--- src/hdl/i2cms_pkg.sv ---
// ----------------------------------------------------------------------------
// i2cms_pkg
// Opcodes, sequence lengths and the result type of the I2C bit sequencer.
// ----------------------------------------------------------------------------
`timescale 1ns / 1ps

package i2cms_pkg;

  localparam logic [2:0] OP_IDLE  = 3'd0;
  localparam logic [2:0] OP_START = 3'd1;
  localparam logic [2:0] OP_STOP  = 3'd2;
  localparam logic [2:0] OP_WRITE = 3'd3;
  localparam logic [2:0] OP_READ  = 3'd4;

  localparam int unsigned BITS_PER_BYTE = 8;
  localparam int unsigned STEP_W        = 5;

  localparam logic [STEP_W-1:0] BIT_STEPS  = STEP_W'(2 * BITS_PER_BYTE);
  localparam logic [STEP_W-1:0] LEN_SHORT  = STEP_W'(3);
  localparam logic [STEP_W-1:0] LEN_WRITE  = STEP_W'(2 * BITS_PER_BYTE + 2);
  localparam logic [STEP_W-1:0] LEN_READ   = STEP_W'(2 * BITS_PER_BYTE + 4);
  localparam logic [STEP_W-1:0] READ_ACK_HIGH = STEP_W'(2 * BITS_PER_BYTE + 2);

  typedef struct packed {
    logic       scl;
    logic       sda;
    logic       drive;
    logic       busy;
    logic       done;
    logic [7:0] rd;
    logic       sack;
  } res_t;

endpackage

--- src/hdl/i2cms_seq.sv ---
// ----------------------------------------------------------------------------
// i2cms_seq
// Sequencer state and the per-tick line logic of the I2C master.
// ----------------------------------------------------------------------------
`timescale 1ns / 1ps

module i2cms_seq (
  input  logic              clk,
  input  logic              rst,
  input  logic              adv,
  input  logic [2:0]        opcode,
  input  logic [7:0]        data_byte,
  input  logic              ack_after_read,
  input  logic              sda_in,
  output i2cms_pkg::res_t   res
);
  import i2cms_pkg::*;

  logic [2:0]        active_command, active_command_next;
  logic [STEP_W-1:0] step_count, step_count_next;
  logic [7:0]        shift_reg, shift_reg_next;
  logic              ack_choice, ack_choice_next;
  logic              scl_reg, scl_reg_next;
  logic              sda_reg, sda_reg_next;
  logic              drive_reg, drive_reg_next;
  logic              ack_seen, ack_seen_next;

  logic              launch;
  logic [2:0]        cmd;
  logic [STEP_W-1:0] t;
  logic [STEP_W-1:0] t_inc;
  logic [STEP_W-1:0] len;
  logic [7:0]        sh;
  logic              ackc;
  logic              scl_n, sda_n, drv_n, seen_n;
  logic              done;

  always_comb begin
    launch = (active_command == OP_IDLE) && (opcode >= OP_START) && (opcode <= OP_READ);
    cmd    = launch ? opcode : active_command;
    t      = launch ? '0 : step_count;
    sh     = launch ? ((opcode == OP_WRITE) ? data_byte : 8'h00) : shift_reg;
    ackc   = launch ? ack_after_read : ack_choice;
    seen_n = launch ? 1'b0 : ack_seen;
    t_inc  = t + STEP_W'(1);
    scl_n  = scl_reg;
    sda_n  = sda_reg;
    drv_n  = drive_reg;

    case (cmd)
      OP_START: begin
        if (t == STEP_W'(0)) begin
          scl_n = 1'b1;
          sda_n = 1'b1;
        end else if (t == STEP_W'(1)) begin
          sda_n = 1'b0;
        end else begin
          scl_n = 1'b0;
        end
        drv_n = 1'b1;
      end
      OP_STOP: begin
        if (t == STEP_W'(0)) begin
          scl_n = 1'b0;
          sda_n = 1'b0;
        end else if (t == STEP_W'(1)) begin
          scl_n = 1'b1;
        end else begin
          sda_n = 1'b1;
        end
        drv_n = 1'b1;
      end
      OP_WRITE: begin
        if (t < BIT_STEPS) begin
          drv_n = 1'b1;
          if (!t[0]) begin
            scl_n = 1'b0;
            sda_n = sh[7];
          end else begin
            scl_n = 1'b1;
            sh    = {sh[6:0], 1'b0};
          end
        end else if (t == BIT_STEPS) begin
          scl_n = 1'b0;
          drv_n = 1'b0;
        end else begin
          scl_n  = 1'b1;
          drv_n  = 1'b0;
          seen_n = !sda_in;
        end
      end
      OP_READ: begin
        if (t < BIT_STEPS) begin
          drv_n = 1'b0;
          if (!t[0]) begin
            scl_n = 1'b0;
          end else begin
            scl_n = 1'b1;
            sh    = {sh[6:0], sda_in};
          end
        end else begin
          drv_n = 1'b1;
          sda_n = !ackc;
          scl_n = (t == READ_ACK_HIGH);
        end
      end
      default: begin
      end
    endcase

    case (cmd)
      OP_WRITE: len = LEN_WRITE;
      OP_READ:  len = LEN_READ;
      default:  len = LEN_SHORT;
    endcase

    done = (cmd != OP_IDLE) && (t_inc >= len);

    res.scl   = scl_n;
    res.sda   = drv_n ? sda_n : 1'b1;
    res.drive = drv_n;
    res.busy  = (cmd != OP_IDLE);
    res.done  = done;
    res.rd    = (done && cmd == OP_READ) ? sh : 8'h00;
    res.sack  = done && (cmd == OP_WRITE) && seen_n;

    active_command_next = done ? OP_IDLE : cmd;
    step_count_next     = (done || cmd == OP_IDLE) ? '0 : t_inc;
    shift_reg_next      = sh;
    ack_choice_next     = ackc;
    ack_seen_next       = seen_n;
    scl_reg_next        = (done && cmd == OP_WRITE) ? 1'b0 : scl_n;
    drive_reg_next      = (done && cmd == OP_WRITE) ? 1'b1 : drv_n;
    sda_reg_next        = sda_n;
  end

  always_ff @(posedge clk) begin
    if (rst) begin
      active_command <= OP_IDLE;
      step_count     <= '0;
      shift_reg      <= 8'h00;
      ack_choice     <= 1'b0;
      scl_reg        <= 1'b1;
      sda_reg        <= 1'b1;
      drive_reg      <= 1'b1;
      ack_seen       <= 1'b0;
    end else if (adv) begin
      active_command <= active_command_next;
      step_count     <= step_count_next;
      shift_reg      <= shift_reg_next;
      ack_choice     <= ack_choice_next;
      scl_reg        <= scl_reg_next;
      sda_reg        <= sda_reg_next;
      drive_reg      <= drive_reg_next;
      ack_seen       <= ack_seen_next;
    end
  end

endmodule

--- src/hdl/i2c_master_bit_sequencer_core.sv ---
// ----------------------------------------------------------------------------
// i2c_master_bit_sequencer_core
// I2C master line sequencer that advances one delay tick per input beat.
//
//   channel | handshake          | payload
//   input   | in_valid/in_ready  | opcode, data_byte, ack_after_read, sda_in
//   output  | out_valid/out_ready| scl_level, sda_level, sda_drive, busy_res,
//           |                    | done_res, read_data, slave_ack
//
// One input beat is accepted every cycle while the output is not stalled, and yields one output beat.
// Each beat passes through the input register, then the result register.
// The sequencer state steps once per beat as it leaves the input register.
// Reset clears both stage valids and returns the lines to idle-high.
// A stalled output holds both stages and drops in_ready once they are full.
// ----------------------------------------------------------------------------
`timescale 1ns / 1ps

module i2c_master_bit_sequencer_core (
  input  logic       clk,
  input  logic       rst,
  input  logic       in_valid,
  output logic       in_ready,
  input  logic [2:0] opcode,
  input  logic [7:0] data_byte,
  input  logic       ack_after_read,
  input  logic       sda_in,
  output logic       out_valid,
  input  logic       out_ready,
  output logic       scl_level,
  output logic       sda_level,
  output logic       sda_drive,
  output logic       busy_res,
  output logic       done_res,
  output logic [7:0] read_data,
  output logic       slave_ack
);
  import i2cms_pkg::*;

  logic       stage_valid;
  logic [2:0] op_q;
  logic [7:0] data_q;
  logic       ack_q;
  logic       sda_q;
  logic       adv;
  res_t       res;
  res_t       res_q;

  assign adv      = stage_valid && (!out_valid || out_ready);
  assign in_ready = !stage_valid || adv;

  always_ff @(posedge clk) begin
    if (rst) begin
      stage_valid <= 1'b0;
    end else if (in_ready) begin
      stage_valid <= in_valid;
    end
  end

  always_ff @(posedge clk) begin
    if (in_valid && in_ready) begin
      op_q   <= opcode;
      data_q <= data_byte;
      ack_q  <= ack_after_read;
      sda_q  <= sda_in;
    end
  end

  i2cms_seq u_seq (
    .clk            (clk),
    .rst            (rst),
    .adv            (adv),
    .opcode         (op_q),
    .data_byte      (data_q),
    .ack_after_read (ack_q),
    .sda_in         (sda_q),
    .res            (res)
  );

  always_ff @(posedge clk) begin
    if (rst) begin
      out_valid <= 1'b0;
    end else if (!out_valid || out_ready) begin
      out_valid <= stage_valid;
    end
  end

  always_ff @(posedge clk) begin
    if (adv) begin
      res_q <= res;
    end
  end

  assign scl_level = res_q.scl;
  assign sda_level = res_q.sda;
  assign sda_drive = res_q.drive;
  assign busy_res  = res_q.busy;
  assign done_res  = res_q.done;
  assign read_data = res_q.rd;
  assign slave_ack = res_q.sack;

endmodule

--- config.mk ---
export PLATFORM = sky130hd
export DESIGN_NAME = i2c_master_bit_sequencer_core
export DESIGN_NICKNAME = d
export VERILOG_FILES = /design/src/hdl/i2cms_pkg.sv /design/src/hdl/i2cms_seq.sv /design/src/hdl/i2c_master_bit_sequencer_core.sv
export SDC_FILE = /design/constraint.sdc
export NUM_CORES = 1
export LEC_CHECK = 0
export BUFFER_PORTS_ARGS = -buffer_cell sky130_fd_sc_hd__buf_2
export CAP_MARGIN = 20
export CORE_UTILIZATION = 41
export CTS_CLUSTER_DIAMETER = 80
export DETAILED_ROUTE_END_ITERATION = 6
export MAX_ROUTING_LAYER = met4
export REMOVE_ABC_BUFFERS = 1
export SLEW_MARGIN = 5
export SYNTH_ARGS = -nofsm -noshare
export SYNTH_HDL_FRONTEND = slang
export SYNTH_SLANG_ARGS = --single-unit
--- constraint.sdc ---
create_clock -name clk -period 4.1 [get_ports clk]
set_clock_uncertainty 0.05 [all_clocks]
set_input_delay 0.41 -clock clk [delete_from_list [all_inputs] [get_ports clk]]
set_output_delay 0.41 -clock clk [all_outputs]
set_load 0.02 [all_outputs]
==> out/metrics.csv <==
stage,metric,value,unit
outcome,status,finished with violations,
outcome,failing checks,DRC,
global_routing,pin count of the biggest net entering global routing,26,
floorplanning,num rows,29,
timing,Final Cycle Share,79.7,%
cts,Worst-Skew Late Latency,310,ps
yosys,syn_area_per_cell,9.56,um^2
yosys,register bit count reported by yosys,50,
critical_path,Worst Path Max Fanout,13,
placement,Port-buffer cells,32,
floorplanning,width of the die,83.1,um
cts,# clock sinks,50,
power_and_ir_drop,Total Power,1.00,mW
final_layout,diode count,0,
cts,Max Root-Sink Buffers,2,
drt,final WL,5.71,mm
final_layout,fin nets,323,
cts,Root Buffer,clkbuf_8,
floorplanning,starting density of the core,42.5,%
critical_path,slowest cell on the critical path,edfxtp_1,
timing,Worst-Margin Slew,785,ps
critical_path,"Req. time, crit path",4110,ps
placement,Post-DP HPWL,4.06,mm
global_routing,global-route wire length before repair,9.65,mm
final_layout,Layout Utilization,46.7,%
cts,H-tree depth,2,
global_routing,Most Crowded Layer GR,met2,
critical_path,crit start category,flop,
final_layout,FILL cells,613,
critical_path,WP data arrival,3280,ps
cts,setup bufs post-CTS,0,
timing,Setup TNS,0,ps
yosys,number of enable flip-flop cells after synthesis,27,
drt,initial drt markers,149,
min_path,Hold Crit Class,in -> reg,
drt,DR vias,2161,
timing,pins over their slew limit,0,
cts,cts bufs inserted,5,
floorplanning,num ports,33,
timing,setup violators final,0,
global_routing,initial antenna violation count,0,
power_and_ir_drop,worst vdd ir,0.205,mV
floorplanning,Die Area,6900,um^2
yosys,Synth warnings,0,
power_and_ir_drop,P per Cell Area,339,nW/um^2
timing,Slew HR,47.6,%
drt,routed len/inst,15.0,um
yosys,Synth area leader,edfxtp_1,
yosys,count of different cell masters after synthesis,51,
cts,hold buffers post-CTS,0,
critical_path,max incr delay on CP,570,ps
yosys,asr flop ratio synth,0,%
placement,gp weighted congestion,0.886,
yosys,Synth Instances,282,
global_routing,met1 Usage GRT,25.1,%
yosys,main area contributors after synthesis,"edfxtp_1 30%, dfxtp_1 17%, nor2_1 4.5%, mux2i_1 3.0%, mux2_2 2.9%",
global_routing,Tot GR Track Use,18.2,%
floorplanning,core region area,6350,um^2
yosys,most used flip-flop cell after synthesis,edfxtp_1,
timing,Final min period,3270,ps
final_layout,share of cells above drive strength 1,19.1,%
cts,CTS tree,built,
cts,post-CTS sizing,0,
drt,vias per inst,5.69,
flow_run,number of max-cap violations,0,
global_routing,vias in the first global route,1938,
global_routing,GRT met2 Usage,25.9,%
floorplanning,Die Y,83.1,um
global_routing,M3 GR Usage,4.27,%
timing,count of final hold-check violations,0,
cts,clock transition at the registers of the reported paths,100,ps
timing,RSZ-0062 raised after global routing,false,
drt,Residual DRC,2,
drt,Pre-antenna DRT Iters,6,
critical_path,"Critical Path, Cell by Cell",and3b_1 -> o31ai_1 -> and2_1 -> ha_1 -> nand2b_1 -> a21o_1 -> a221o_1 -> a21o_4 -> nand2_1 -> nor2_1,
global_routing,grt ovf,0,
yosys,register area share after synthesis,47.1,%
timing,FMAX,306,MHz
drt,post-route ant nets,0,
critical_path,Worst setup EP type,flop,
final_layout,synth-to-layout area growth,10.0,%
yosys,Yosys top cell area share,30.1,%
power_and_ir_drop,P_leak,1.10,nW
yosys,Synth Cell Area,2700,um^2
critical_path,WS Path Type,reg -> reg,
cells in the final DEF (no fill, tap or decap), types with 3 or more instances in the layout:
cell and n:
ha_1 4, dfxtp_1 23, nand3_1 4, buf_4 4
inv_1 8, buf_2 32, or2_2 3, a21oi_1 10
nand2_1 19, a211oi_1 3, edfxtp_1 27, or3_1 5
mux2_2 7, o21a_1 3, nand4_1 5, and2_1 10
a21o_1 4, mux2i_1 8, o31ai_1 4, clkbuf_8 5
nor2b_1 10, o21ai_0 15, a22o_1 4, a31oi_1 4
nor2_1 32, nor3_1 12, nor3b_1 4
path summary, 6_finish.rpt:
| path | from | endpoint | slack [ps] | cells after the start |
|---|---|---|---|---|
| hold / removal | data_byte[2] | data_q[2] | 220 | 1 |
| setup reg to reg | op_q[2] | read_data[3] | 830 | 10 |
| hold reg to reg | u_seq.shift_reg[0] | u_seq.shift_reg[0] | 450 | 2 |
| setup / recovery | op_q[2] | read_data[3] | 830 | 10 |
cell families (layout without fill, tap and decap cells):
kind of cell,count (synthesis),count (layout),share of synthesized area [%]
adder cells (fa/ha/maj),5,5,2.23
AO/OA/AOI/OAI,65,65,16.9
flip-flops,50,50,47.1
XOR/XNOR,4,4,1.30
multiplexers,15,15,5.89
buffers and inverters,31,52,5.01
AND/OR/NAND/NOR,112,112,21.5
layer usage:
layer,part of all wire [%],vias up
met1,46,999
met4,2.7,0
met2,45,87
met3,6.1,15
met5,0,-
li1,-,1060
metrics by stage:
stage	instance area [um^2]	setup slack (ps)	hold slack (ps)	std cells
after floorplan	2590	744	398	259
after global placement	2880	895	432	372
after detailed placement	2880	851	432	372
after CTS	2970	843	210	380
after global routing	2970	589	199	380
final	2970	831	219	380
final cells by class:
class	instances	area [um^2]	area share (%)
Sequential cell	50	1270	42.9
Clock inverter	3	20.0	0.675
Tap cell	77	96.3	3.25
Clock buffer	5	68.8	2.32
Timing Repair Buffer	36	190	6.41
Multi-Input combinational cell	201	1290	43.5
Inverter	8	30.0	1.01
critical path: cells and delay by family (launching register included):
| kind | cells | cell delay (ps) |
|---|---|---|
| AOI/OAI and AO/OA | 4 | 1140 |
| adders and majority gates | 1 | 230 |
| DFF | 1 | 570 |
| and+or+nand+nor | 5 | 1040 |
power by group:
group	internal [mW]	switching, mW	total [mW]
logic	0.0569	0.0916	0.148
clock network	0.120	0.169	0.289
registers	0.550	0.0170	0.567
total	0.727	0.277	1.00
cell usage after synthesis, types with 3 or more instances:
cell       n
nor2_1    32
edfxtp_1  27
dfxtp_1   23
nand2_1   19
clkbuf_1  17
o21ai_0   15
nor3_1    12
a21oi_1   10
and2_1    10
nor2b_1   10
inv_1      8
mux2i_1    8
mux2_2     7
nand4_1    5
or3_1      5
a21o_1     4
a22o_1     4
a31oi_1    4
ha_1       4
nand3_1    4
nor3b_1    4
o31ai_1    4
a211oi_1   3
buf_2      3
o21a_1     3
or2_2      3
Power figures use the tool's default switching activity.
